$ cat src/rtl/ncdf_pkg.sv
// shared constants, coefficient tables and pipeline types for the normal cdf block
package ncdf_pkg;

   localparam int IN_FRAC_BITS_DEF  = 16;
   localparam int OUT_FRAC_BITS_DEF = 16;

   localparam int U_W         = 24;  // argument width
   localparam int ARG_FRAC    = 26;  // fraction bits of |y|, y*y and |y|-2
   localparam int ACC_FRAC    = 30;  // fraction bits of the horner accumulator
   localparam int LIMIT_EXP   = 33;  // accumulator clamps at +-2^33
   localparam int ACC_W       = LIMIT_EXP + 2;
   localparam int X_W         = 30;  // horner operand, covers -1.0 .. 4.0
   localparam int YS_W        = ARG_FRAC;  // |y| in the small branch
   localparam int YQ_W        = 29;  // |y| up to 6.0
   localparam int SPLIT       = 18;  // accumulator split for the partial products
   localparam int PROD_W      = 64;
   localparam int NUM_CELLS   = 14;
   localparam int SMALL_STEPS = 8;

   localparam logic signed [ACC_W-1:0] SMALL_COEF [SMALL_STEPS+1] = '{
      35'sd134023, -35'sd1154492, 35'sd5582142, -35'sd20614009, 35'sd63408788,
      -35'sd163175204, 35'sd342687852, -35'sd571147980, 35'sd856722023
   };

   localparam logic signed [ACC_W-1:0] BIG_COEF [NUM_CELLS+1] = '{
      -35'sd48593, 35'sd163777, -35'sd20979, -35'sd726821, 35'sd1493150,
      -35'sd853218, -35'sd2184265, 35'sd7032785, -35'sd11336164, 35'sd12488098,
      -35'sd9963737, 35'sd5748362, -35'sd2299170, 35'sd574785, 35'sd1073673811
   };

   typedef enum logic [1:0] {
      SPEC_NONE,
      SPEC_HALF,
      SPEC_LOW,
      SPEC_HIGH
   } spec_type;

   typedef struct packed {
      spec_type                  spec;
      logic                      is_small;
      logic                      neg;
      logic [YS_W-1:0]           yq;
      logic signed [X_W-1:0]     x;
      logic signed [ACC_W-1:0]   acc;
   } token_type;

   typedef struct packed {
      logic      valid;
      token_type tok;
   } beat_type;

endpackage

$ cat src/rtl/ncdf_cell.sv
// one horner cell: split multiply, then round, add coefficient and clamp
module ncdf_cell
   import ncdf_pkg::*;
#(
   parameter int IDX = 0
) (
   input  logic     clock,
   input  logic     reset,
   input  beat_type in_beat,
   output logic     up_hold,
   output beat_type out_beat,
   input  logic     down_hold
);

   localparam int HI_W  = ACC_W - SPLIT;
   localparam int PH_W  = HI_W + X_W;
   localparam int PL_W  = SPLIT + 1 + X_W;
   localparam int RND_W = PROD_W - ARG_FRAC + 1;
   localparam int SUM_W = RND_W + 1;
   localparam bit IS_FINAL = (IDX == SMALL_STEPS);
   localparam bit IS_IDLE  = (IDX > SMALL_STEPS);
   localparam logic signed [ACC_W-1:0] BIG_C = BIG_COEF[IDX+1];
   localparam logic signed [ACC_W-1:0] SMALL_C =
      (IDX < SMALL_STEPS) ? SMALL_COEF[(IDX < SMALL_STEPS) ? IDX + 1 : 0] : '0;
   localparam logic signed [PROD_W-1:0] RND_STEP = PROD_W'(1) << (ARG_FRAC - 1);
   localparam logic signed [PROD_W-1:0] RND_FIN  = PROD_W'(1) << (ARG_FRAC - 2);
   localparam logic signed [SUM_W-1:0]  SUM_HI   = SUM_W'(1) << LIMIT_EXP;
   localparam logic signed [SUM_W-1:0]  SUM_LO   = -SUM_HI;

   logic                     a_valid_ff;
   token_type                a_tok_ff;
   logic signed [PH_W-1:0]   a_pp_hi_ff, a_pp_hi_in;
   logic signed [PL_W-1:0]   a_pp_lo_ff, a_pp_lo_in;
   logic signed [X_W-1:0]    op;
   logic signed [HI_W-1:0]   hi;
   logic signed [SPLIT:0]    lo;
   logic                     a_hold, b_hold;

   beat_type                 beat_ff;
   token_type                b_tok_in;
   logic signed [PROD_W-1:0] prod, t, sh;
   logic signed [RND_W-1:0]  rnd;
   logic signed [ACC_W-1:0]  coef;
   logic signed [SUM_W-1:0]  sum, clamped;
   logic                     is_final;

   assign b_hold = beat_ff.valid && down_hold;
   assign a_hold = a_valid_ff && b_hold;
   assign up_hold = a_hold;
   assign out_beat = beat_ff;

   // the last small-branch cell multiplies by |y| instead of y squared
   always_comb begin
      if (in_beat.tok.is_small && IS_FINAL) begin
         op = X_W'(in_beat.tok.yq);
      end else begin
         op = in_beat.tok.x;
      end
      hi = in_beat.tok.acc[ACC_W-1:SPLIT];
      lo = {1'b0, in_beat.tok.acc[SPLIT-1:0]};
      a_pp_hi_in = hi * op;
      a_pp_lo_in = lo * op;
   end

   always_ff @(posedge clock) begin
      if (reset) begin
         a_valid_ff <= 1'b0;
      end else if (!a_hold) begin
         a_valid_ff <= in_beat.valid;
      end
   end

   always_ff @(posedge clock) begin
      if (!a_hold) begin
         a_tok_ff   <= in_beat.tok;
         a_pp_hi_ff <= a_pp_hi_in;
         a_pp_lo_ff <= a_pp_lo_in;
      end
   end

   // rounding ties away from zero: add half, less one when negative
   always_comb begin
      is_final = a_tok_ff.is_small && IS_FINAL;
      prod = (PROD_W'(a_pp_hi_ff) <<< SPLIT) + PROD_W'(a_pp_lo_ff);
      t = prod + (is_final ? RND_FIN : RND_STEP) - PROD_W'(prod[PROD_W-1]);
      sh = is_final ? (t >>> (ARG_FRAC - 1)) : (t >>> ARG_FRAC);
      rnd = sh[RND_W-1:0];
      coef = a_tok_ff.is_small ? SMALL_C : BIG_C;
      sum = SUM_W'(rnd) + SUM_W'(coef);
      if (sum > SUM_HI) begin
         clamped = SUM_HI;
      end else if (sum < SUM_LO) begin
         clamped = SUM_LO;
      end else begin
         clamped = sum;
      end
      b_tok_in = a_tok_ff;
      if (!(a_tok_ff.is_small && IS_IDLE)) begin
         b_tok_in.acc = clamped[ACC_W-1:0];
      end
   end

   always_ff @(posedge clock) begin
      if (reset) begin
         beat_ff.valid <= 1'b0;
      end else if (!b_hold) begin
         beat_ff.valid <= a_valid_ff;
      end
   end

   always_ff @(posedge clock) begin
      if (!b_hold) begin
         beat_ff.tok <= b_tok_in;
      end
   end

endmodule

$ cat config.mk
export PLATFORM = sky130hd
export DESIGN_NAME = ncdf_cell
export DESIGN_NICKNAME = d
export VERILOG_FILES = /design/src/rtl/ncdf_pkg.sv /design/src/rtl/ncdf_cell.sv
export SDC_FILE = /design/constraint.sdc
export NUM_CORES = 2
export LEC_CHECK = 0
export BUFFER_PORTS_ARGS = -buffer_cell sky130_fd_sc_hd__buf_2
export CAP_MARGIN = 40
export CORE_ASPECT_RATIO = 1.25
export CORE_MARGIN = 2
export CORE_UTILIZATION = 45
export DETAILED_ROUTE_END_ITERATION = 12
export PLACE_DENSITY = 0.62
export SYNTH_ARGS = -nofsm -noshare
export SYNTH_HDL_FRONTEND = slang
export SYNTH_SLANG_ARGS = --single-unit
export TNS_END_PERCENT = 30
$ cat constraint.sdc
create_clock -name clock -period 10.65 [get_ports clock]
set_input_delay 2.6625 -clock clock [delete_from_list [all_inputs] [get_ports clock]]
set_output_delay 2.6625 -clock clock [all_outputs]
set_load 0.01 [all_outputs]
## After elaboration in Yosys (flattened, before gate mapping)

Index checks and enable logic that the tools add are counted.

- Register bits after elaboration: 252
- Output and inout bits: 97
- Word-level logic and storage cells: 29
- Bits of input ports: 99

- Magnitude comparators: 2
- Reductions and logical operators: 3
- Multiply operators: 2
- Add/subtract/negate cells: 4
- Muxes and demuxes: 2

Operator list:

| cell | number |
|---|---|
| 35-bit 2-to-1 mux | 2 |
| 64-bit by 26-bit adder with 64-bit output (second input constant) | 1 |
| 64-bit by 49-bit adder with 64-bit output | 1 |
| 64-bit by 1-bit subtractor with 64-bit output | 1 |
| 19-bit by 30-bit multiplier with 49-bit output | 1 |
| 17-bit by 30-bit multiplier with 46-bit output | 1 |
| 38-bit by 35-bit adder with 39-bit output | 1 |
| 39-bit by 35-bit > comparator with 1-bit output (second input constant) | 1 |
| 39-bit by 34-bit less-than comparator with 1-bit output (second input constant) | 1 |
| 1-bit logical AND | 2 |
| 2-bit OR reduction | 1 |

## Depth between registers and ports, before layout

- Word-level depth: 6
- Depth in mapped cells: 49

## Worst setup path after synthesis

Ideal clock, no wire load.

- Path kind: input to register
- Start point: input port in_beat[47] (netlist bit)
- End point: register a_pp_lo_ff[47] (data pin)
- Slack: 0.711 ns
- Stages: 29
- Buffers on the path: 2
- Data required time: 10.392 ns
- Library setup time: 0.258 ns
- Arrival time: 9.681 ns
- Path through: clkbuf_1 > clkbuf_1 > nand2_1 > fa_1 > inv_1 > fa_1 > fa_1 > inv_1 > fa_1 > inv_1 > fa_1 > fa_1 > ha_1 > or3_1 > o311ai_0 > a21oi_1 > o2111ai_1 > nand3_1 > a31oi_1 > a211o_1 > a31oi_1 > o31a_1 > o21ai_0 > a21oi_1 > o21a_1 > or4_1 > a31o_2 > a21oi_1 > xnor2_1

- Cells in the longest elaborated chain, start to end: 1

Ends and longest elaborated chain:

| item | RTL line | source |
|---|---|---|
| from (decl) | ncdf_cell.sv:9 | `input beat_type in_beat,` |
| 19-bit by 30-bit multiplier with 49-bit output | ncdf_cell.sv:62 | `a_pp_lo_in = lo * op;` |
| net a_pp_lo_in[47] | ncdf_cell.sv:33 | `logic signed [PL_W-1:0] a_pp_lo_ff, a_pp_lo_in;` |
| to (signal assigned) | ncdf_cell.sv:77 | `a_pp_lo_ff <= a_pp_lo_in;` |
| to (decl) | ncdf_cell.sv:33 |  |

The timed path passes the listed nets, and every way through them passes these cells.
A chain may end at the register's enable or synchronous reset.

## Worst setup path after layout

- Start point: register a_pp_hi_ff[0]
- End point: register beat_ff, in the netlist out_beat[17] (data pin)

- Cells in the longest elaborated chain, start to end: 6
- Elaborated cells between the ends (all ways): 7
- Those cells by class: add/sub (4); order compare (2); reduce/logical (1)

Ends and longest elaborated chain:

| item | RTL line | source |
|---|---|---|
| from (decl) | ncdf_cell.sv:32 | `logic signed [PH_W-1:0] a_pp_hi_ff, a_pp_hi_in;` |
| from (signal assigned) | ncdf_cell.sv:76 | `a_pp_hi_ff <= a_pp_hi_in;` |
| 64-bit by 49-bit adder with 64-bit output (*) | ncdf_cell.sv:84 | `prod = (PROD_W'(a_pp_hi_ff) <<< SPLIT) + PROD_W'(a_pp_lo_ff);` |
| 64-bit by 26-bit adder with 64-bit output | ncdf_cell.sv:85 | `t = prod + (is_final ? RND_FIN : RND_STEP) - PROD_W'(prod[PROD_W-1]);` |
| 64-bit by 1-bit subtractor with 64-bit output (*) | ncdf_cell.sv:85 |  |
| 38-bit by 35-bit adder with 39-bit output (*) | ncdf_cell.sv:89 | `sum = SUM_W'(rnd) + SUM_W'(coef);` |
| 39-bit by 35-bit > comparator with 1-bit output / 39-bit by 34-bit less-than comparator with 1-bit output (equally long branches) | ncdf_cell.sv:90, ncdf_cell.sv:92 |  |
| 2-bit OR reduction (no line) | - |  |
| to (decl) | ncdf_cell.sv:39 | `beat_type beat_ff;` |

Mark *: on every way between the ends. The rest lies on a longest branch, timed or not.

==> run_results.csv <==
group,metric,value,unit
die,fp.dieH,380.6,um
route,avgRoutedWirePerCell,18.96,um
global_route,via_count_of_the_first_global_routing_pass,39054,
setup_path,timing.setup.critical_path_class,"register to register",
global_route,grt_remaining_overflow,0,
route,route.met3.wl,9072,um
setup_path,reg2regPathDepth,46,
setup_path,cp.required,11.08,ns
clock_tree,cts_sinks,252,
logic_synthesis,ys_seq_area_share,14.78,%
route,number_of_drc_violations_after_detailed_routing,0,
die,start_util,45.21,%
route,drt_pass1_iterations,7,
sta,period_needed,9.921,ns
logic_synthesis,synth_cells,5360,
logic_synthesis,synth_fp_nets,6836,
global_route,global_route.usage.total,23.13,%
global_route,antenna_violations_before_repair,15,
logic_synthesis,mappedNetlistArea,51050,um2
setup_path,crit_top_cell,"sky130_fd_sc_hd__a21oi_1",
setup_path,cpPeakStageDelay,0.53,ns
setup_path,worstSetupPathDepth,46,
setup_path,timing.critical_path.fanout_max,26,
clock_tree,post_cts_hold_buffer_count,0,
hold_path,timing.hold.worst.class,"register to register",
clock_tree,clock_insertion_delay_worst_skew,0.61,ns
route,highest_routing_layer_actually_used,"met5",
sta,timing.hold.ws,0.4058,ns
clock_tree,clk_pin_slew_worst_paths,0.08,ns
route,detailroute.via_count,36331,
setup_path,startpoint_type_of_the_worst_setup_path,"register",
clock_tree,root_buffer,"sky130_fd_sc_hd__clkbuf_16",
route,avgViaCountPerCell,5.237,
die,floorplan.die_area,116200,um2
die,row_count,138,
route,antenna_left,0,
setup_path,regToRegEndpoint,"out_beat[17]",
final_layout,area.growth.synth_to_final,7.309,%
die,die_w,305.3,um
final_layout,nets,6919,
route,drt_wl_total,131500,um
place,place.detailed.hpwl,109000,um
logic_synthesis,synth_edf_count,250,
setup_path,cp.arrival,10.35,ns
sta,slew_of_the_pin_with_the_lowest_slew_margin,0.9038,ns
sta,maxSlewHeadroom,38.80,%
hold_path,hold-path-endpoint,"out_beat[50]",
setup_path,regToRegSetupSlack,0.73,ns
clock_tree,cts-buffers-inserted,27,
route,drt_first_iter_violations,2051,
final_layout,final_layout_size_suffix_gt1_share,7.505,%
setup_path,crit_slowest_cell,"sky130_fd_sc_hd__or4_1",
sta,fmax,0.1008,GHz
place,place_inst,6884,
clock_tree,tritoncts,"yes",
logic_synthesis,synth-seq-cells,252,
route,dr_wl_met2,64060,um
setup_path,critical_path.reg2reg.startpoint,"a_pp_hi_ff[0]",
run_status,outcome,"complete, no violations",
die,ioPinCount,196,
setup_path,sort_of_element_at_the_end_of_the_critical_path,"register",
clock_tree,cts_buffer_depth,3,
setup_path,cpLargestDelayFamily,"compound AO/OA/AOI/OAI gates",
sta,timing.final.crit_share,93.16,%
place,place_congestion,0.9064,
clock_tree,number_of_h_tree_levels,1,
place,place.port_buffers,195,
sta,final_hold_viol_count,0,
logic_synthesis,ys.warnings.count,0,
sta,finalClockSkew,0.03604,ns
flow_run,maxCapViolCount,0,
setup_path,critPathBufInv,4,
global_route,grt_first_pass_wirelength,210900,um
logic_synthesis,ys_types,90,
global_route,grt_max_degree,70,
logic_synthesis,synth_top_flop_cell,"sky130_fd_sc_hd__edfxtp_1",
die,core,112900,um2
logic_synthesis,avgSynthCellArea,9.524,um2
hold_path,worstHoldPathCells,0,
place,pre_cts_ws,0.1522,ns
route,routedLengthMet1,53590,um
sta,report.final.setup_viol,0,
sta,final-max-slew-violation-count,0,
sta,crit_path_setup_slack_layout,0.7286,ns
hold_path,hold_start,"a_tok_ff[50]",
final_layout,stdcell_count,6937,
logic_synthesis,synthArstFlopShare,0,%
## cell type report
class | instances | area, um2
inverter | 1101 | 4133
antenna | 4 | 10.01
clock inverter | 18 | 180.2
sequential | 252 | 7547
clock buffer | 31 | 690.7
tap | 1470 | 1839
fill | 10744 | 58140
timing repair buffer | 296 | 1867
multi-input combinational | 3765 | 38510
## per-stage QoR
stage	util (%)	TNS [ns]	area, um2
floorplan	-	0	51050
global placement	47.66	0	53820
detailed placement	47.70	0	53860
CTS	48.47	0	54740
global route	48.50	-0.03318	54770
finish	48.51	0	54780
## cell families (layout without fill, tap and decap cells)
group           count (synthesis)  count (layout)  synth area share (%)
simple gates                 1569            1569                 15.05
fa+ha+maj                    1377            1377                 48.62
buf+inv                      1343            1446                 9.914
compound gates                619             619                 8.169
flops                         252             252                 14.78
xor+xnor                      194             194                 3.343
mux                             6               6                0.1201
other cells                     0               4                     0
## flip-flops by register name (all words and copies together) (netlist names)
name and cells:
a_pp_hi_ff 46, a_valid_ff 1, out_beat 96, a_tok_ff 60, a_pp_lo_ff 49
## routing by layer
metal	vias up	track usage, %
li1	16718	-
met1	18317	29.55
met2	1032	39.88
met3	252	3.698
met4	12	7.909
met5	-	0
## cell usage after synthesis (15+ instances only)
cell type,number,area share [%]
sky130_fd_sc_hd__a21o_1,91,1.3
sky130_fd_sc_hd__o21bai_1,33,0.49
sky130_fd_sc_hd__edfxtp_1,250,15
sky130_fd_sc_hd__inv_1,1100,8.1
sky130_fd_sc_hd__a211oi_1,20,0.29
sky130_fd_sc_hd__nand4_1,31,0.38
sky130_fd_sc_hd__nand2_1,710,5.2
sky130_fd_sc_hd__nand3_1,44,0.43
sky130_fd_sc_hd__a21oi_2,20,0.34
sky130_fd_sc_hd__clkbuf_1,236,1.7
sky130_fd_sc_hd__nand2b_1,59,0.72
sky130_fd_sc_hd__o21ai_0,93,0.91
sky130_fd_sc_hd__and3_1,17,0.21
sky130_fd_sc_hd__o21a_1,25,0.37
sky130_fd_sc_hd__or3_1,15,0.18
sky130_fd_sc_hd__nor2b_1,28,0.34
sky130_fd_sc_hd__nor3_1,41,0.40
sky130_fd_sc_hd__nor2_1,139,1.0
sky130_fd_sc_hd__a21oi_1,174,1.7
sky130_fd_sc_hd__and2_1,425,5.2
sky130_fd_sc_hd__xor2_1,61,1.0
sky130_fd_sc_hd__a31oi_1,28,0.34
sky130_fd_sc_hd__xnor2_1,132,2.3
sky130_fd_sc_hd__fa_1,1011,40
sky130_fd_sc_hd__o31ai_1,16,0.24
sky130_fd_sc_hd__ha_1,366,9.0
## worst max-delay path by stage
stage / slack, ns / to / start
after CTS: 0.43 / out_beat[17] / a_pp_hi_ff[0]
final: 0.73 / out_beat[17] / a_pp_hi_ff[0]
after global routing: -0.03 / out_beat[17] / a_pp_hi_ff[0]
after global placement: 0.22 / a_pp_lo_ff[47] / in_beat[1]
after floorplan: 0.71 / a_pp_lo_ff[47] / in_beat[47]
after detailed placement: 0.15 / a_pp_lo_ff[47] / in_beat[1]
## worst register-to-register path: cells and delay by family (launching register included)
kind / cells / cell delay, ns
and+or+nand+nor: 7 / 1.96
xor gates and xnor gates: 2 / 0.30
DFF: 1 / 0.38
adders and majority gates: 4 / 1.28
buffers and inverters: 4 / 0.51
AOI/OAI and AO/OA: 29 / 5.30
## layout by cell type (no fill, tap or decap), types with 8 or more instances in the layout
| master | Yosys | routed |
|---|---|---|
| sky130_fd_sc_hd__o21ai_0 | 93 | 93 |
| sky130_fd_sc_hd__clkbuf_16 | 0 | 27 |
| sky130_fd_sc_hd__nand2b_1 | 59 | 59 |
| sky130_fd_sc_hd__nor3_1 | 41 | 41 |
| sky130_fd_sc_hd__buf_4 | 0 | 91 |
| sky130_fd_sc_hd__nor4_1 | 9 | 9 |
| sky130_fd_sc_hd__buf_2 | 3 | 195 |
| sky130_fd_sc_hd__o211ai_1 | 11 | 11 |
| sky130_fd_sc_hd__a21boi_0 | 9 | 9 |
| sky130_fd_sc_hd__o2111ai_1 | 9 | 8 |
| sky130_fd_sc_hd__a211oi_1 | 20 | 19 |
| sky130_fd_sc_hd__o21bai_1 | 33 | 33 |
| sky130_fd_sc_hd__nand3_1 | 44 | 43 |
| sky130_fd_sc_hd__a31oi_1 | 28 | 28 |
| sky130_fd_sc_hd__buf_12 | 0 | 9 |
| sky130_fd_sc_hd__fa_1 | 1011 | 1011 |
| sky130_fd_sc_hd__inv_1 | 1100 | 1100 |
| sky130_fd_sc_hd__ha_1 | 366 | 366 |
| sky130_fd_sc_hd__a21o_1 | 91 | 91 |
| sky130_fd_sc_hd__a21oi_1 | 174 | 172 |
| sky130_fd_sc_hd__o31ai_1 | 16 | 16 |
| sky130_fd_sc_hd__and2_1 | 425 | 425 |
| sky130_fd_sc_hd__a21oi_2 | 20 | 22 |
| sky130_fd_sc_hd__nand4_1 | 31 | 31 |
| sky130_fd_sc_hd__xnor2_1 | 132 | 132 |
| sky130_fd_sc_hd__nand2_1 | 710 | 709 |
| sky130_fd_sc_hd__edfxtp_1 | 250 | 250 |
| sky130_fd_sc_hd__nor2b_1 | 28 | 28 |
| sky130_fd_sc_hd__nor2_1 | 139 | 139 |
| sky130_fd_sc_hd__o21a_1 | 25 | 25 |
| sky130_fd_sc_hd__xor2_1 | 61 | 61 |
| sky130_fd_sc_hd__and3_1 | 17 | 17 |
| sky130_fd_sc_hd__or3_1 | 15 | 15 |
| sky130_fd_sc_hd__or2_2 | 14 | 14 |
## timing repair
| action | in CTS | in global routing |
|---|---|---|
| gates resized for setup | 0 | 7 |
| setup buffers | 0 | 0 |
| endpoints found under the setup margin | 0 | 26 |
Power is not shown: default switching activity piles up to over one toggle a cycle in this logic, so the estimate is an artifact.
