$ cat src/rtl/ncdf_pkg.sv
// shared constants, coefficient tables and pipeline types for the normal cdf block
package ncdf_pkg;

   localparam int IN_FRAC_BITS_DEF  = 16;
   localparam int OUT_FRAC_BITS_DEF = 16;

   localparam int U_W         = 24;  // argument width
   localparam int ARG_FRAC    = 26;  // fraction bits of |y|, y*y and |y|-2
   localparam int ACC_FRAC    = 30;  // fraction bits of the horner accumulator
   localparam int LIMIT_EXP   = 33;  // accumulator clamps at +-2^33
   localparam int ACC_W       = LIMIT_EXP + 2;
   localparam int X_W         = 30;  // horner operand, covers -1.0 .. 4.0
   localparam int YS_W        = ARG_FRAC;  // |y| in the small branch
   localparam int YQ_W        = 29;  // |y| up to 6.0
   localparam int SPLIT       = 18;  // accumulator split for the partial products
   localparam int PROD_W      = 64;
   localparam int NUM_CELLS   = 14;
   localparam int SMALL_STEPS = 8;

   localparam logic signed [ACC_W-1:0] SMALL_COEF [SMALL_STEPS+1] = '{
      35'sd134023, -35'sd1154492, 35'sd5582142, -35'sd20614009, 35'sd63408788,
      -35'sd163175204, 35'sd342687852, -35'sd571147980, 35'sd856722023
   };

   localparam logic signed [ACC_W-1:0] BIG_COEF [NUM_CELLS+1] = '{
      -35'sd48593, 35'sd163777, -35'sd20979, -35'sd726821, 35'sd1493150,
      -35'sd853218, -35'sd2184265, 35'sd7032785, -35'sd11336164, 35'sd12488098,
      -35'sd9963737, 35'sd5748362, -35'sd2299170, 35'sd574785, 35'sd1073673811
   };

   typedef enum logic [1:0] {
      SPEC_NONE,
      SPEC_HALF,
      SPEC_LOW,
      SPEC_HIGH
   } spec_type;

   typedef struct packed {
      spec_type                  spec;
      logic                      is_small;
      logic                      neg;
      logic [YS_W-1:0]           yq;
      logic signed [X_W-1:0]     x;
      logic signed [ACC_W-1:0]   acc;
   } token_type;

   typedef struct packed {
      logic      valid;
      token_type tok;
   } beat_type;

endpackage

$ cat src/rtl/ncdf_back.sv
// output stage: (1 +- z) / 2, rounding, clamp, special cases and result register
module ncdf_back
   import ncdf_pkg::*;
#(
   parameter int OUT_FRAC_BITS = OUT_FRAC_BITS_DEF
) (
   input  logic                   clock,
   input  logic                   reset,
   input  beat_type               in_beat,
   output logic                   up_hold,
   output logic                   rsp_valid,
   input  logic                   rsp_ready,
   output logic [OUT_FRAC_BITS:0] rsp_data
);

   localparam int OUT_W = OUT_FRAC_BITS + 1;
   localparam int S_W   = ACC_W + 2;
   localparam int SH_N  = ACC_FRAC + 1 - OUT_FRAC_BITS;
   localparam logic signed [S_W-1:0] ONE_S  = S_W'(1) << ACC_FRAC;
   localparam logic signed [S_W-1:0] RND_H  = S_W'(1) << (SH_N - 1);
   localparam logic signed [S_W-1:0] FULL_S = S_W'(1) << OUT_FRAC_BITS;
   localparam logic [OUT_W-1:0] FULL_V = OUT_W'(1) << OUT_FRAC_BITS;
   localparam logic [OUT_W-1:0] HALF_V = OUT_W'(1) << (OUT_FRAC_BITS - 1);

   logic                  valid_ff;
   logic [OUT_W-1:0]      data_ff, data_in;
   logic                  hold;
   logic signed [S_W-1:0] s, t, r;
   logic [OUT_W-1:0]      poly_v;

   assign hold = valid_ff && !rsp_ready;
   assign up_hold = hold;
   assign rsp_valid = valid_ff;
   assign rsp_data = data_ff;

   always_comb begin
      if (in_beat.tok.neg) begin
         s = ONE_S - S_W'(in_beat.tok.acc);
      end else begin
         s = ONE_S + S_W'(in_beat.tok.acc);
      end
      t = s + RND_H - S_W'(s[S_W-1]);
      r = t >>> SH_N;
      if (r[S_W-1]) begin
         poly_v = '0;
      end else if (r > FULL_S) begin
         poly_v = FULL_V;
      end else begin
         poly_v = r[OUT_W-1:0];
      end
      // empty stages carry an unknown code, so fall back to the polynomial value
      unique case (in_beat.tok.spec)
         SPEC_NONE: data_in = poly_v;
         SPEC_HALF: data_in = HALF_V;
         SPEC_LOW:  data_in = '0;
         SPEC_HIGH: data_in = FULL_V;
         default:   data_in = poly_v;
      endcase
   end

   always_ff @(posedge clock) begin
      if (reset) begin
         valid_ff <= 1'b0;
      end else if (!hold) begin
         valid_ff <= in_beat.valid;
      end
   end

   always_ff @(posedge clock) begin
      if (!hold) begin
         data_ff <= data_in;
      end
   end

endmodule

$ cat config.mk
export PLATFORM = sky130hd
export DESIGN_NAME = ncdf_back
export DESIGN_NICKNAME = d
export VERILOG_FILES = /design/src/rtl/ncdf_pkg.sv /design/src/rtl/ncdf_back.sv
export SDC_FILE = /design/constraint.sdc
export NUM_CORES = 1
export LEC_CHECK = 0
export CORE_MARGIN = 4
export CORE_UTILIZATION = 60
export CTS_CLUSTER_SIZE = 8
export DETAILED_ROUTE_END_ITERATION = 7
export DONT_BUFFER_PORTS = 1
export PLACE_DENSITY = 0.82
export SYNTH_ARGS = -nofsm -noshare
export SYNTH_HDL_FRONTEND = slang
export SYNTH_SLANG_ARGS = --single-unit
$ cat constraint.sdc
create_clock -name clock -period 5.68 [get_ports clock]
set_input_delay 1.136 -clock clock [delete_from_list [all_inputs] [get_ports clock]]
set_output_delay 1.136 -clock clock [all_outputs]
set_load 0.05 [all_outputs]
**Word-level counts from Yosys, hierarchy flattened**

Index checks and enable logic that the tools add are counted.

- Equality and inequality tests: 3
- Reductions and logical operators: 3
- Mux-type cells: 4
- $add $sub $neg: 4
- Order comparisons: 1

Operators with widths:

| operator | count |
|---|---|
| 17-bit case mux with 4 select lines | 1 |
| 37-bit by 15-bit adder with 37-bit output (second input constant) | 1 |
| 37-bit two-way mux | 1 |
| 37-bit by 1-bit subtractor with 37-bit output | 1 |
| 32-bit by 35-bit adder with 36-bit output (first input constant) | 1 |
| 32-bit by 35-bit subtractor with 36-bit output (first input constant) | 1 |
| 17-bit two-way mux | 2 |
| 22-bit by 18-bit greater-than comparator with 1-bit output (second input constant) | 1 |
| 2-bit equality test (second input constant) | 2 |
| 2-bit by 1-bit equality test with 1-bit output (second input constant) | 1 |
| 2-bit logical NOT | 1 |
| 1-bit logical AND | 1 |
| 1-bit logical NOT | 1 |

- Output and inout port bits: 19
- Bits in registers: 18
- Input port bits: 99

**Longest topological paths before layout**

Gate-level depths: netlist of run 1.

- Word-level depth: 8
- Gate-level depth with buffers: 22

**Least setup slack after synthesis of run 1**

No wires, ideal clock.

- Path type: input to register
- From: input port in_beat[5] (netlist name)
- To: register data_ff[16] (netlist: rsp_data[16]) (data pin)
- Stages: 19
- Arrival: 5,177 ps
- Slack: 247 ps
- Cells stage by stage: or4_4 > nor2_1 > nand2_1 > or3_1 > o41ai_1 > xnor2_1 > inv_1 > ha_1 > a21oi_1 > o21ai_1 > a221o_1 > a21o_1 > or2_2 > a211o_1 > xnor2_1 > o2111a_1 > buf_4 > nand2_1 > a22o_1

- Word-level cells in the longest chain between the ends: 8
- Elaborated cells on any way between the ends: 9

RTL lines:

| what | line | source |
|---|---|---|
| start: declaration | ncdf_back.sv:9 | `input beat_type in_beat,` |
| 32-bit by 35-bit adder with 36-bit output / 32-bit by 35-bit subtractor with 36-bit output (equally long branches) | ncdf_back.sv:40, ncdf_back.sv:38 |  |
| 37-bit two-way mux (*) | ncdf_back.sv:37 | `if (in_beat.tok.neg) begin` |
| 37-bit by 15-bit adder with 37-bit output | ncdf_back.sv:42 | `t = s + RND_H - S_W'(s[S_W-1]);` |
| 37-bit by 1-bit subtractor with 37-bit output (*) | ncdf_back.sv:42 |  |
| 22-bit by 18-bit greater-than comparator with 1-bit output | ncdf_back.sv:46 | `end else if (r > FULL_S) begin` |
| 17-bit two-way mux | ncdf_back.sv:46 |  |
| 17-bit two-way mux (*) | ncdf_back.sv:44 | `if (r[S_W-1]) begin` |
| 17-bit case mux with 4 select lines (*) | ncdf_back.sv:52 | `unique case (in_beat.tok.spec)` |
| via data_in[16] | ncdf_back.sv:26 | `logic [OUT_W-1:0] data_ff, data_in;` |
| end signal: assignment | ncdf_back.sv:71 | `data_ff <= data_in;` |
| end: declaration | ncdf_back.sv:26 |  |

The timed path passes the listed nets; every way through them passes the cells marked *.
A chain may end at the register's enable or synchronous reset.

**Worst setup path in the final report of run 1**

- From: input port in_beat[5] (netlist name)
- To: register data_ff[12] (netlist: rsp_data[12]) (data pin)

Same word-level chain as after synthesis.

==> results of run 1 <==
-- layout by cell type (no fill, tap or decap), types with 4 or more instances in the layout --
| cell type | n |
|---|---|
| a211o_1 | 5 |
| a211oi_1 | 8 |
| a21o_1 | 13 |
| a21oi_1 | 43 |
| a31oi_1 | 5 |
| and2_1 | 4 |
| and3_1 | 10 |
| and4_1 | 5 |
| buf_4 | 33 |
| edfxtp_1 | 17 |
| ha_1 | 38 |
| inv_1 | 45 |
| nand2_1 | 45 |
| nand2b_1 | 10 |
| nand3_1 | 9 |
| nand4_1 | 11 |
| nor2_1 | 38 |
| nor2b_1 | 6 |
| nor3_1 | 14 |
| o21a_1 | 6 |
| o21ai_0 | 29 |
| o21ai_1 | 5 |
| o21bai_1 | 6 |
| o31a_1 | 5 |
| o31ai_1 | 9 |
| or2_2 | 5 |
| or3_1 | 9 |
| or4_1 | 8 |
| or4_4 | 4 |
| xnor2_1 | 34 |
| xor2_1 | 11 |
-- registers in the layout, indices dropped and copies added, names as in the netlist --
register / count
rsp_data: 17
rsp_valid: 1
-- metrics by stage --
stage	area, um2	setup WS (ns)	hold slack [ns]	utilization, %
after floorplan	4030	0.2468	1.208	-
after global placement	4314	-0.004752	1.212	67.17
after detailed placement	4314	-0.0008065	1.214	67.17
after CTS	4359	0.1966	0.9555	67.87
after global routing	4397	0.006426	0.9478	68.46
final	4397	0.2228	0.9562	68.46
-- cells by family (layout without fill, tap and decap cells) --
kind of cell             after synthesis  count (layout)  synth area share, %
adder cells (fa/ha/maj)               38              38                11.80
XOR/XNOR                              45              45                9.780
AND/OR/NAND/NOR                      201             201                28.93
AO/OA/AOI/OAI                        172             172                29.49
multiplexers                           4               4                1.056
buffers and inverters                 59              83                5.775
flip-flops                            18              18                13.16
-- per-layer routing --
| metal | share of wire [%] | track usage [%] | vias to the layer above |
|---|---|---|---|
| met1 | 44 | 33.16 | 1910 |
| met2 | 47 | 43.98 | 175 |
| li1 | - | - | 2070 |
| met3 | 6.3 | 2.504 | 20 |
| met4 | 2.0 | 5.740 | 0 |
| met5 | 0 | 0 | - |
-- layout make-up --
type	count	area, um2
multi-input cells	460	3304
fillers	537	2026
flip-flops and latches	18	530.5
repair buffers	33	247.7
inverters	46	172.7
well taps	77	96.34
clock buffers	3	41.29
clock inverters	1	3.754
-- worst register-to-register path: cells and delay by family (launching register included) --
| family | cells | cell delay (ns) |
|---|---|---|
| buffers and inverters | 1 | 0.53 |
| flip-flops | 1 | 0.63 |
| AND/OR/NAND/NOR | 3 | 0.67 |
-- path summary, 6_finish.rpt --
path,startpoint,to
worst max-delay path,in_beat[5],rsp_data[12]$_DFFE_PN_
worst min-delay path,reset,rsp_valid$_SDFFE_PP0N_
worst max register to register,rsp_valid$_SDFFE_PP0N_,rsp_valid$_SDFFE_PP0N_
worst min register to register,rsp_valid$_SDFFE_PP0N_,rsp_data[0]$_DFFE_PN_
-- where the power goes --
group	switching [mW]	leakage, nW	internal (mW)	total (mW)
clock	0.0347	0.0231	0.0478	0.0825
sequential	0.0278	0.204	0.153	0.181
combinational	0.395	1.63	0.295	0.691
total	0.458	1.86	0.496	0.954
==> impl_metrics.tcl, run 1 <==
set metrics [dict create \
    ctsResizeCount 0 \
    period_share_pct 96.08 \
    place_inst 634 \
    drt_pass1_iterations 5 \
    synth.area.top_cells "edfxtp_1, ha_1, xnor2_1" \
    htree_num_levels 1 \
    finalPower_mw 0.9543 \
    coreArea_um2 6422 \
    netlist.area_leader.share_pct 12.67 \
    grt_pass1_wl_um 17460 \
    fin_crit_ns 5.457 \
    fmax_ghz 0.1832 \
    finalHoldViolations 0 \
    antenna_found_initial 0 \
    outcome "complete, no violations" \
    power.density_nw_per_um2 217.0 \
    drt_iter0_markers 264 \
    numCtsBuffers 3 \
    boundaryPins 118 \
    row_count 29 \
    place_congestion 0.9259 \
    worstPathRequired_ns 5.77 \
    die_h_um 89.96 \
    yosys-top-cells-count "inv_1, nand2_1, a21oi_1, ha_1, nor2_1" \
    die_w_um 89.96 \
    cts_tree "done" \
    reg2reg_depth 4 \
    start_util_pct 62.75 \
    yosys_warnings 0 \
    synth_area_um2 4030 \
    path_delay_family "simple AND/OR/NAND/NOR gates" \
    maxCapViolations 0 \
    cts.path.max_buffers 2 \
    path_cells "or4_4 -> nor2_1 -> nand2_1 -> or3_1 -> o41ai_2 -> xnor2_1 -> inv_1 -> ha_1 -> a21oi_1 -> o21ai_1 -> a221o_1 -> a21o_1 -> or2_2 -> o31a_1 -> xnor2_1 -> nor3b_1 -> nand4_2 -> a21oi_1" \
    grt_overflow 0 \
    nets 699 \
    syn2layout_area_growth_pct 9.097 \
    path_buf_inv 1 \
    routed_wirelength_um 10640 \
    r2r_setup_slack_ns 3.79 \
    cts_hold_buf 0 \
    ant_nets 0 \
    avgSynthCellArea_um2 7.505 \
    critPathMaxFanout 7 \
    synth_seq_cells 18 \
    skew_ns 0.0002474 \
    hold_class "in -> reg" \
    io_buffer_count 0 \
    wl_per_cell_um 16.68 \
    ys_types 79 \
    vias 4175 \
    drc 0 \
    place_hpwl_um 8977 \
    end_kind "flip-flop" \
    cp.depth 18 \
    diodes 0 \
    start_kind "input port" \
    synth_edf_count 17 \
    slowest_stage "or4_4" \
    power_leakage_nw 1.856 \
    max_stage_delay_ns 0.52 \
    criticalPathCategory "in -> reg" \
    finalSetupTns_ns 0 \
    slew_viol_final 0 \
    ir_worst_vdd_mv 0.09033 \
    track_usage_pct 25.03 \
    grt_max_degree 39 \
    vias_per_cell 6.544 \
    synthCells 537 \
    worst_pin_slew_ns 0.9318 \
    drive_gt1_share_pct 13.19 \
    fin_cells 638 \
    cp_data_arrival_time_ns 5.54 \
    setup_viol_count_final 0 \
    grt_pass1_vias 3841 \
    yosysTopAreaCell "edfxtp_1" \
    clkTransAtPathRegs_ns 0.06 \
    syn-num-nets 674 \
    yosysSeqAreaShare_pct 13.16 \
    synth_ff_type "edfxtp_1" \
    hold_depth 1 \
    cts_sinks 18 \
    async_reset_ff_share_pct 0 \
    slew_headroom_pct 36.28 \
    grt_setup_unrepaired "no" \
    cts_root_buf "clkbuf_8" \
    die-area_um2 8092 \
    cts_setup_buffers 0 \
    clock_latency_ns 0.24 \
]
Note: power is estimated with default switching activity, not from simulation.
==> run 2: changes to the inputs <==
--- a/config.mk
+++ b/config.mk
@@ -5,6 +5,7 @@
 export SDC_FILE = /design/constraint.sdc
 export NUM_CORES = 1
 export LEC_CHECK = 0
+export CORE_ASPECT_RATIO = 0.8
 export CORE_MARGIN = 4
 export CORE_UTILIZATION = 60
 export CTS_CLUSTER_SIZE = 8
==> impl_metrics.tcl, run 2 (synthesis gave the netlist of run 1 again) <==
set metrics [dict create \
    fmax_ghz 0.1825 \
    antenna_found_initial 0 \
    slew_headroom_pct 44.68 \
    whs_ns 0.9400 \
    max_stage_delay_ns 0.54 \
    ir_worst_vdd_mv 0.1185 \
    drive_gt1_share_pct 18.06 \
    cts.path.max_buffers 2 \
    wl_per_cell_um 17.94 \
    critPathMaxFanout 7 \
    end_kind "flip-flop" \
    place_congestion 0.9465 \
    reg2reg_to "rsp_valid$_SDFFE_PP0N_" \
    preCtsSetupSlack_ns -0.1850 \
    io_buffer_count 0 \
    hp-start "reset" \
    drt_pass1_iterations 5 \
    place_hpwl_um 9893 \
    reg2reg_depth 4 \
    drt_iter0_markers 406 \
    vias_per_cell 6.687 \
    clkTransAtPathRegs_ns 0.07 \
    final_area_um2 4622 \
    layout_commonest_cell "buf_4" \
    final_cell_mix "buf_4, nand2_1, inv_1" \
    cts_root_buf "clkbuf_8" \
    track_usage_pct 29.40 \
    drc 0 \
    p_sw_share_pct 47.04 \
    boundaryPins 118 \
    power_frac_seq_pct 17.4 \
    die_h_um 81.31 \
    fillCellCount 520 \
    hold_depth 1 \
    power.density_nw_per_um2 225.4 \
    cts_hold_buf 0 \
    criticalPathCategory "in -> reg" \
    worst_pin_slew_ns 0.8299 \
    largest_reg_flops 17 \
    period_share_pct 96.46 \
    htree_num_levels 1 \
    hold_class "in -> reg" \
    maxCapViolations 0 \
    row_count 26 \
    clock_latency_ns 0.25 \
    diodes 0 \
    worst_slack_ns 0.2010 \
    path_cells "or4_4 -> nor2_2 -> nand2_1 -> or3_1 -> o41ai_2 -> xnor2_1 -> ha_1 -> a21o_1 -> a31oi_1 -> o22ai_1 -> a211o_1 -> a221oi_1 -> xor2_1 -> buf_4 -> nor4b_2 -> nand4_2 -> a21oi_2" \
    numCtsBuffers 3 \
    finalHoldViolations 0 \
    rr_startpoint "rsp_valid$_SDFFE_PP0N_" \
    cts_tree "done" \
    pwr-share-clk_pct 10.2 \
    grt_max_degree 39 \
    cp_data_arrival_time_ns 5.59 \
    holdPathEnd "rsp_valid$_SDFFE_PP0N_" \
    start_util_pct 62.57 \
    die-area_um2 8100 \
    postLayoutCoreUtil_pct 71.76 \
    skew_ns 0.0005289 \
    cts_sinks 18 \
    outcome "complete, no violations" \
    post_dp_cell_area_um2 4503 \
    r2r_setup_slack_ns 3.66 \
    coreArea_um2 6441 \
    slowest_stage "or4_4" \
    finalPower_mw 1.042 \
    syn2layout_area_growth_pct 14.68 \
    die_w_um 99.63 \
    slew_viol_final 0 \
    grt_pass1_vias 4178 \
    fin_crit_ns 5.479 \
    worstPathRequired_ns 5.79 \
    routed_wirelength_um 12040 \
    vias 4487 \
    power_frac_comb_pct 72.4 \
    grt_overflow 0 \
    start_kind "input port" \
    nets 725 \
    setup_viol_count_final 0 \
    power_leakage_nw 1.988 \
    p_sw_mw 0.4899 \
    ant_nets 0 \
    internal-power_mw 0.5517 \
    grt_pass1_wl_um 19690 \
]
==> run 2: cell count changes in the layout (fill, tap and decap cells not counted), sizes merged <==
cell and change:
buf +26, clkinv -1, clkbuf +1
==> run 2: worst max path at each step <==
stage / to / cells after the start / startpoint / slack (ns)
final: rsp_data[11]$_DFFE_PN_ / 17 / in_beat[5] / 0.20
after floorplan: rsp_data[16]$_DFFE_PN_ / 19 / in_beat[5] / 0.25
after global routing: rsp_data[2]$_DFFE_PN_ / 21 / in_beat[0] / -0.005
after CTS: rsp_data[1]$_DFFE_PN_ / 19 / in_beat[5] / 0.03
after global placement: rsp_data[4]$_DFFE_PN_ / 18 / in_beat[5] / -0.07
after detailed placement: rsp_data[1]$_DFFE_PN_ / 19 / in_beat[5] / -0.18
==> run 2: per-layer routing <==
metal / vias up / wire length (um) / track usage, %
met1: 2090 / 5200 / 39.72
met4: 0 / 198 / 5.457
met5: - / 0 / 0
li1: 2135 / - / -
met3: 27 / 1184 / 5.150
met2: 235 / 5452 / 49.73
==> run 2: final cells by class <==
class	instances	area (um2)	share of cell area [%]
multi-input cells	460	3316	71.74
flip-flops and latches	18	530.5	11.48
repair buffers	59	442.9	9.583
inverters	46	172.7	3.736
well taps	84	105.1	2.274
clock buffers	4	55.05	1.191
==> run 2: what timing repair did <==
action,in CTS,in global routing
buffers inserted,0,2
gates resized for setup,0,14
setup endpoints to repair,0,16
==> run 2: power by group through the flow <==
stage | registers, mW | logic [mW] | clock network [mW]
final | 0.181 | 0.754 | 0.106
after global routing | 0.182 | 0.818 | 0.112
after CTS | 0.182 | 0.722 | 0.104
after detailed placement | 0.185 | 0.715 | 0
after global placement | 0.184 | 0.693 | 0
after floorplan | 0.183 | 0.497 | 0
==> run 2: worst max-delay path: cells and delay by family <==
family / cells / cell delay [ns]
AOI/OAI and AO/OA: 7 / 1.90
and+or+nand+nor: 6 / 1.68
xor gates and xnor gates: 2 / 0.39
adders and majority gates: 1 / 0.34
buffers and inverters: 1 / 0.14
==> run 2: stage by stage <==
step	std cells	TNS, ns
2_1_floorplan	537	0
4_1_cts	669	0
5_1_grt	671	-0.004670
3_3_place_gp	665	-0.5089
3_5_place_dp	665	-1.193
6_report	671	0
==> run 3: changes to the inputs <==
--- a/config.mk
+++ b/config.mk
@@ -5,7 +5,7 @@
 export SDC_FILE = /design/constraint.sdc
 export NUM_CORES = 1
 export LEC_CHECK = 0
-export CORE_ASPECT_RATIO = 0.8
+export CORE_ASPECT_RATIO = 2
 export CORE_MARGIN = 4
 export CORE_UTILIZATION = 60
 export CTS_CLUSTER_SIZE = 8
==> impl_metrics.tcl, run 3 (synthesis gave the netlist of run 1 again) <==
set metrics [dict create \
    outcome "complete, no violations" \
    skew_ns 0.001017 \
    finalSetupTns_ns 0 \
    grt_max_degree 39 \
    io_buffer_count 0 \
    track_usage_pct 30.04 \
    die_w_um 65.95 \
    diodes 0 \
    slew_viol_final 0 \
    clock_latency_ns 0.25 \
    syn2layout_area_growth_pct 15.09 \
    antenna_found_initial 0 \
    drt_pass1_iterations 5 \
    ant_nets 0 \
    met3_length_um 551 \
    end_kind "flip-flop" \
    pwr-share-clk_pct 12.9 \
    power_leakage_nw 1.970 \
    vias_per_cell 6.650 \
    hold_class "in -> reg" \
    layout_commonest_cell "buf_4" \
    grt_overflow 0 \
    cts_tree "done" \
    nets 719 \
    drt_iter0_markers 188 \
    cp_data_arrival_time_ns 5.64 \
    setup_viol_count_final 0 \
    largest_reg_flops 17 \
    die_h_um 123.9 \
    top_layer_used "met4" \
    grt_pass1_vias 4317 \
    final_cell_mix "buf_4, nand2_1, inv_1" \
    worst_pin_slew_ns 0.8209 \
    cts_hold_buf 0 \
    power_frac_seq_pct 17.0 \
    ir_worst_vdd_mv 0.08555 \
    power.density_nw_per_um2 230.4 \
    fillCellCount 529 \
    fin_crit_ns 5.535 \
    worstPathRequired_ns 5.78 \
    vias 4449 \
    numCtsBuffers 3 \
    period_share_pct 97.44 \
    cts_sinks 18 \
    coreArea_um2 6569 \
    internal-power_mw 0.5732 \
    hp-start "reset" \
    path_delay_family "simple AND/OR/NAND/NOR gates" \
    drt-met1-wl_um 4052 \
    start_kind "input port" \
    preCtsSetupSlack_ns -0.3623 \
    cts.path.max_buffers 2 \
    path_buf_inv 3 \
    cp_common_cell "buf_4" \
    critPathMaxFanout 7 \
    clkTransAtPathRegs_ns 0.05 \
    cts_root_buf "clkbuf_16" \
    maxCapViolations 0 \
    critical_path.startpoint "in_beat[5]" \
    fmax_ghz 0.1807 \
    rr_startpoint "rsp_valid$_SDFFE_PP0N_" \
    row_count 42 \
    htree_num_levels 1 \
    start_util_pct 61.35 \
    place_congestion 0.9428 \
    slowest_stage "or4_4" \
    grt_pass1_wl_um 19180 \
    wl_met2_um 6743 \
    routed_wirelength_um 12360 \
    finalHoldViolations 0 \
    place_hpwl_um 10460 \
    power_frac_comb_pct 70.1 \
    wl_per_cell_um 18.48 \
    slew_headroom_pct 43.86 \
    criticalPathCategory "in -> reg" \
    die-area_um2 8171 \
    drive_gt1_share_pct 17.90 \
    path_cells "or4_4 -> nor2_4 -> nand2_1 -> or3_4 -> o41ai_2 -> xnor2_1 -> inv_1 -> ha_1 -> a21oi_2 -> o21ai_1 -> a221o_1 -> a21o_1 -> or2_2 -> buf_4 -> o21ai_2 -> o2111ai_2 -> nor4b_2 -> nand4_2 -> buf_4 -> a21oi_1" \
    p_sw_mw 0.4955 \
    p_sw_share_pct 46.36 \
    worst_slack_ns 0.1451 \
    boundaryPins 118 \
    drc 0 \
    max_stage_delay_ns 0.55 \
]
[run 3: changes by cell type in the layout (fill, tap and decap cells not counted), sizes merged]
cell,change
buf,-6
clkbuf,-1
clkinv,+1
[run 3: routing by layer]
metal,vias to the layer above,track usage (%)
met3,74,2.437
met2,197,58.83
li1,2109,-
met1,2069,27.18
met4,0,22.65
met5,-,0
[run 3: metrics by stage]
stage / std cells / utilization [%] / hold slack, ns / power, mW / cell area (um2)
after floorplan: 537 / - / 1.208 / 0.6805 / 4030
after global placement: 663 / 67.94 / 1.213 / 0.8771 / 4463
after detailed placement: 663 / 67.94 / 1.223 / 0.8989 / 4463
after CTS: 667 / 69.30 / 0.9622 / 1.039 / 4552
after global routing: 669 / 70.61 / 0.9696 / 1.140 / 4638
final: 669 / 70.61 / 0.9617 / 1.069 / 4638
[run 3: area by class of cell]
class	instances	area (um2)	share of cell area, %
clock inverters	1	3.754	0.08093
flip-flops and latches	18	530.5	11.44
multi-input cells	460	3348	72.19
inverters	46	172.7	3.723
clock buffers	3	75.07	1.619
well taps	88	110.1	2.374
repair buffers	53	397.9	8.578
[run 3: repair_timing]
item | 4_1_cts | 5_1_grt
pin swaps | 1 | 6
setup buffers | 0 | 2
setup endpoints to repair | 7 | 14
resized for setup | 2 | 18
[run 3: final timing paths]
path / to / slack (ns) / cells after the start
worst min-delay path: rsp_valid$_SDFFE_PP0N_ / 0.96 / 1
worst max register to register: rsp_valid$_SDFFE_PP0N_ / 3.67 / 4
worst max-delay path: rsp_data[11]$_DFFE_PN_ / 0.15 / 20
worst min register to register: rsp_data[7]$_DFFE_PN_ / 1.41 / 1
[run 3: power by group through the flow]
| stage | clock network, mW | registers (mW) | logic, mW |
|---|---|---|---|
| final | 0.138 | 0.181 | 0.749 |
| after global routing | 0.143 | 0.182 | 0.815 |
| after CTS | 0.139 | 0.182 | 0.719 |
| after detailed placement | 0 | 0.184 | 0.715 |
| after global placement | 0 | 0.184 | 0.693 |
| after floorplan | 0 | 0.183 | 0.497 |
[run 3: worst reg2reg max path, cell delays in order, from the launching register on]
cell      delay (ns)
dfxtp_1         0.65
nand2b_1        0.56
inv_1           0.55
nor2_1          0.08
nor2_1          0.11
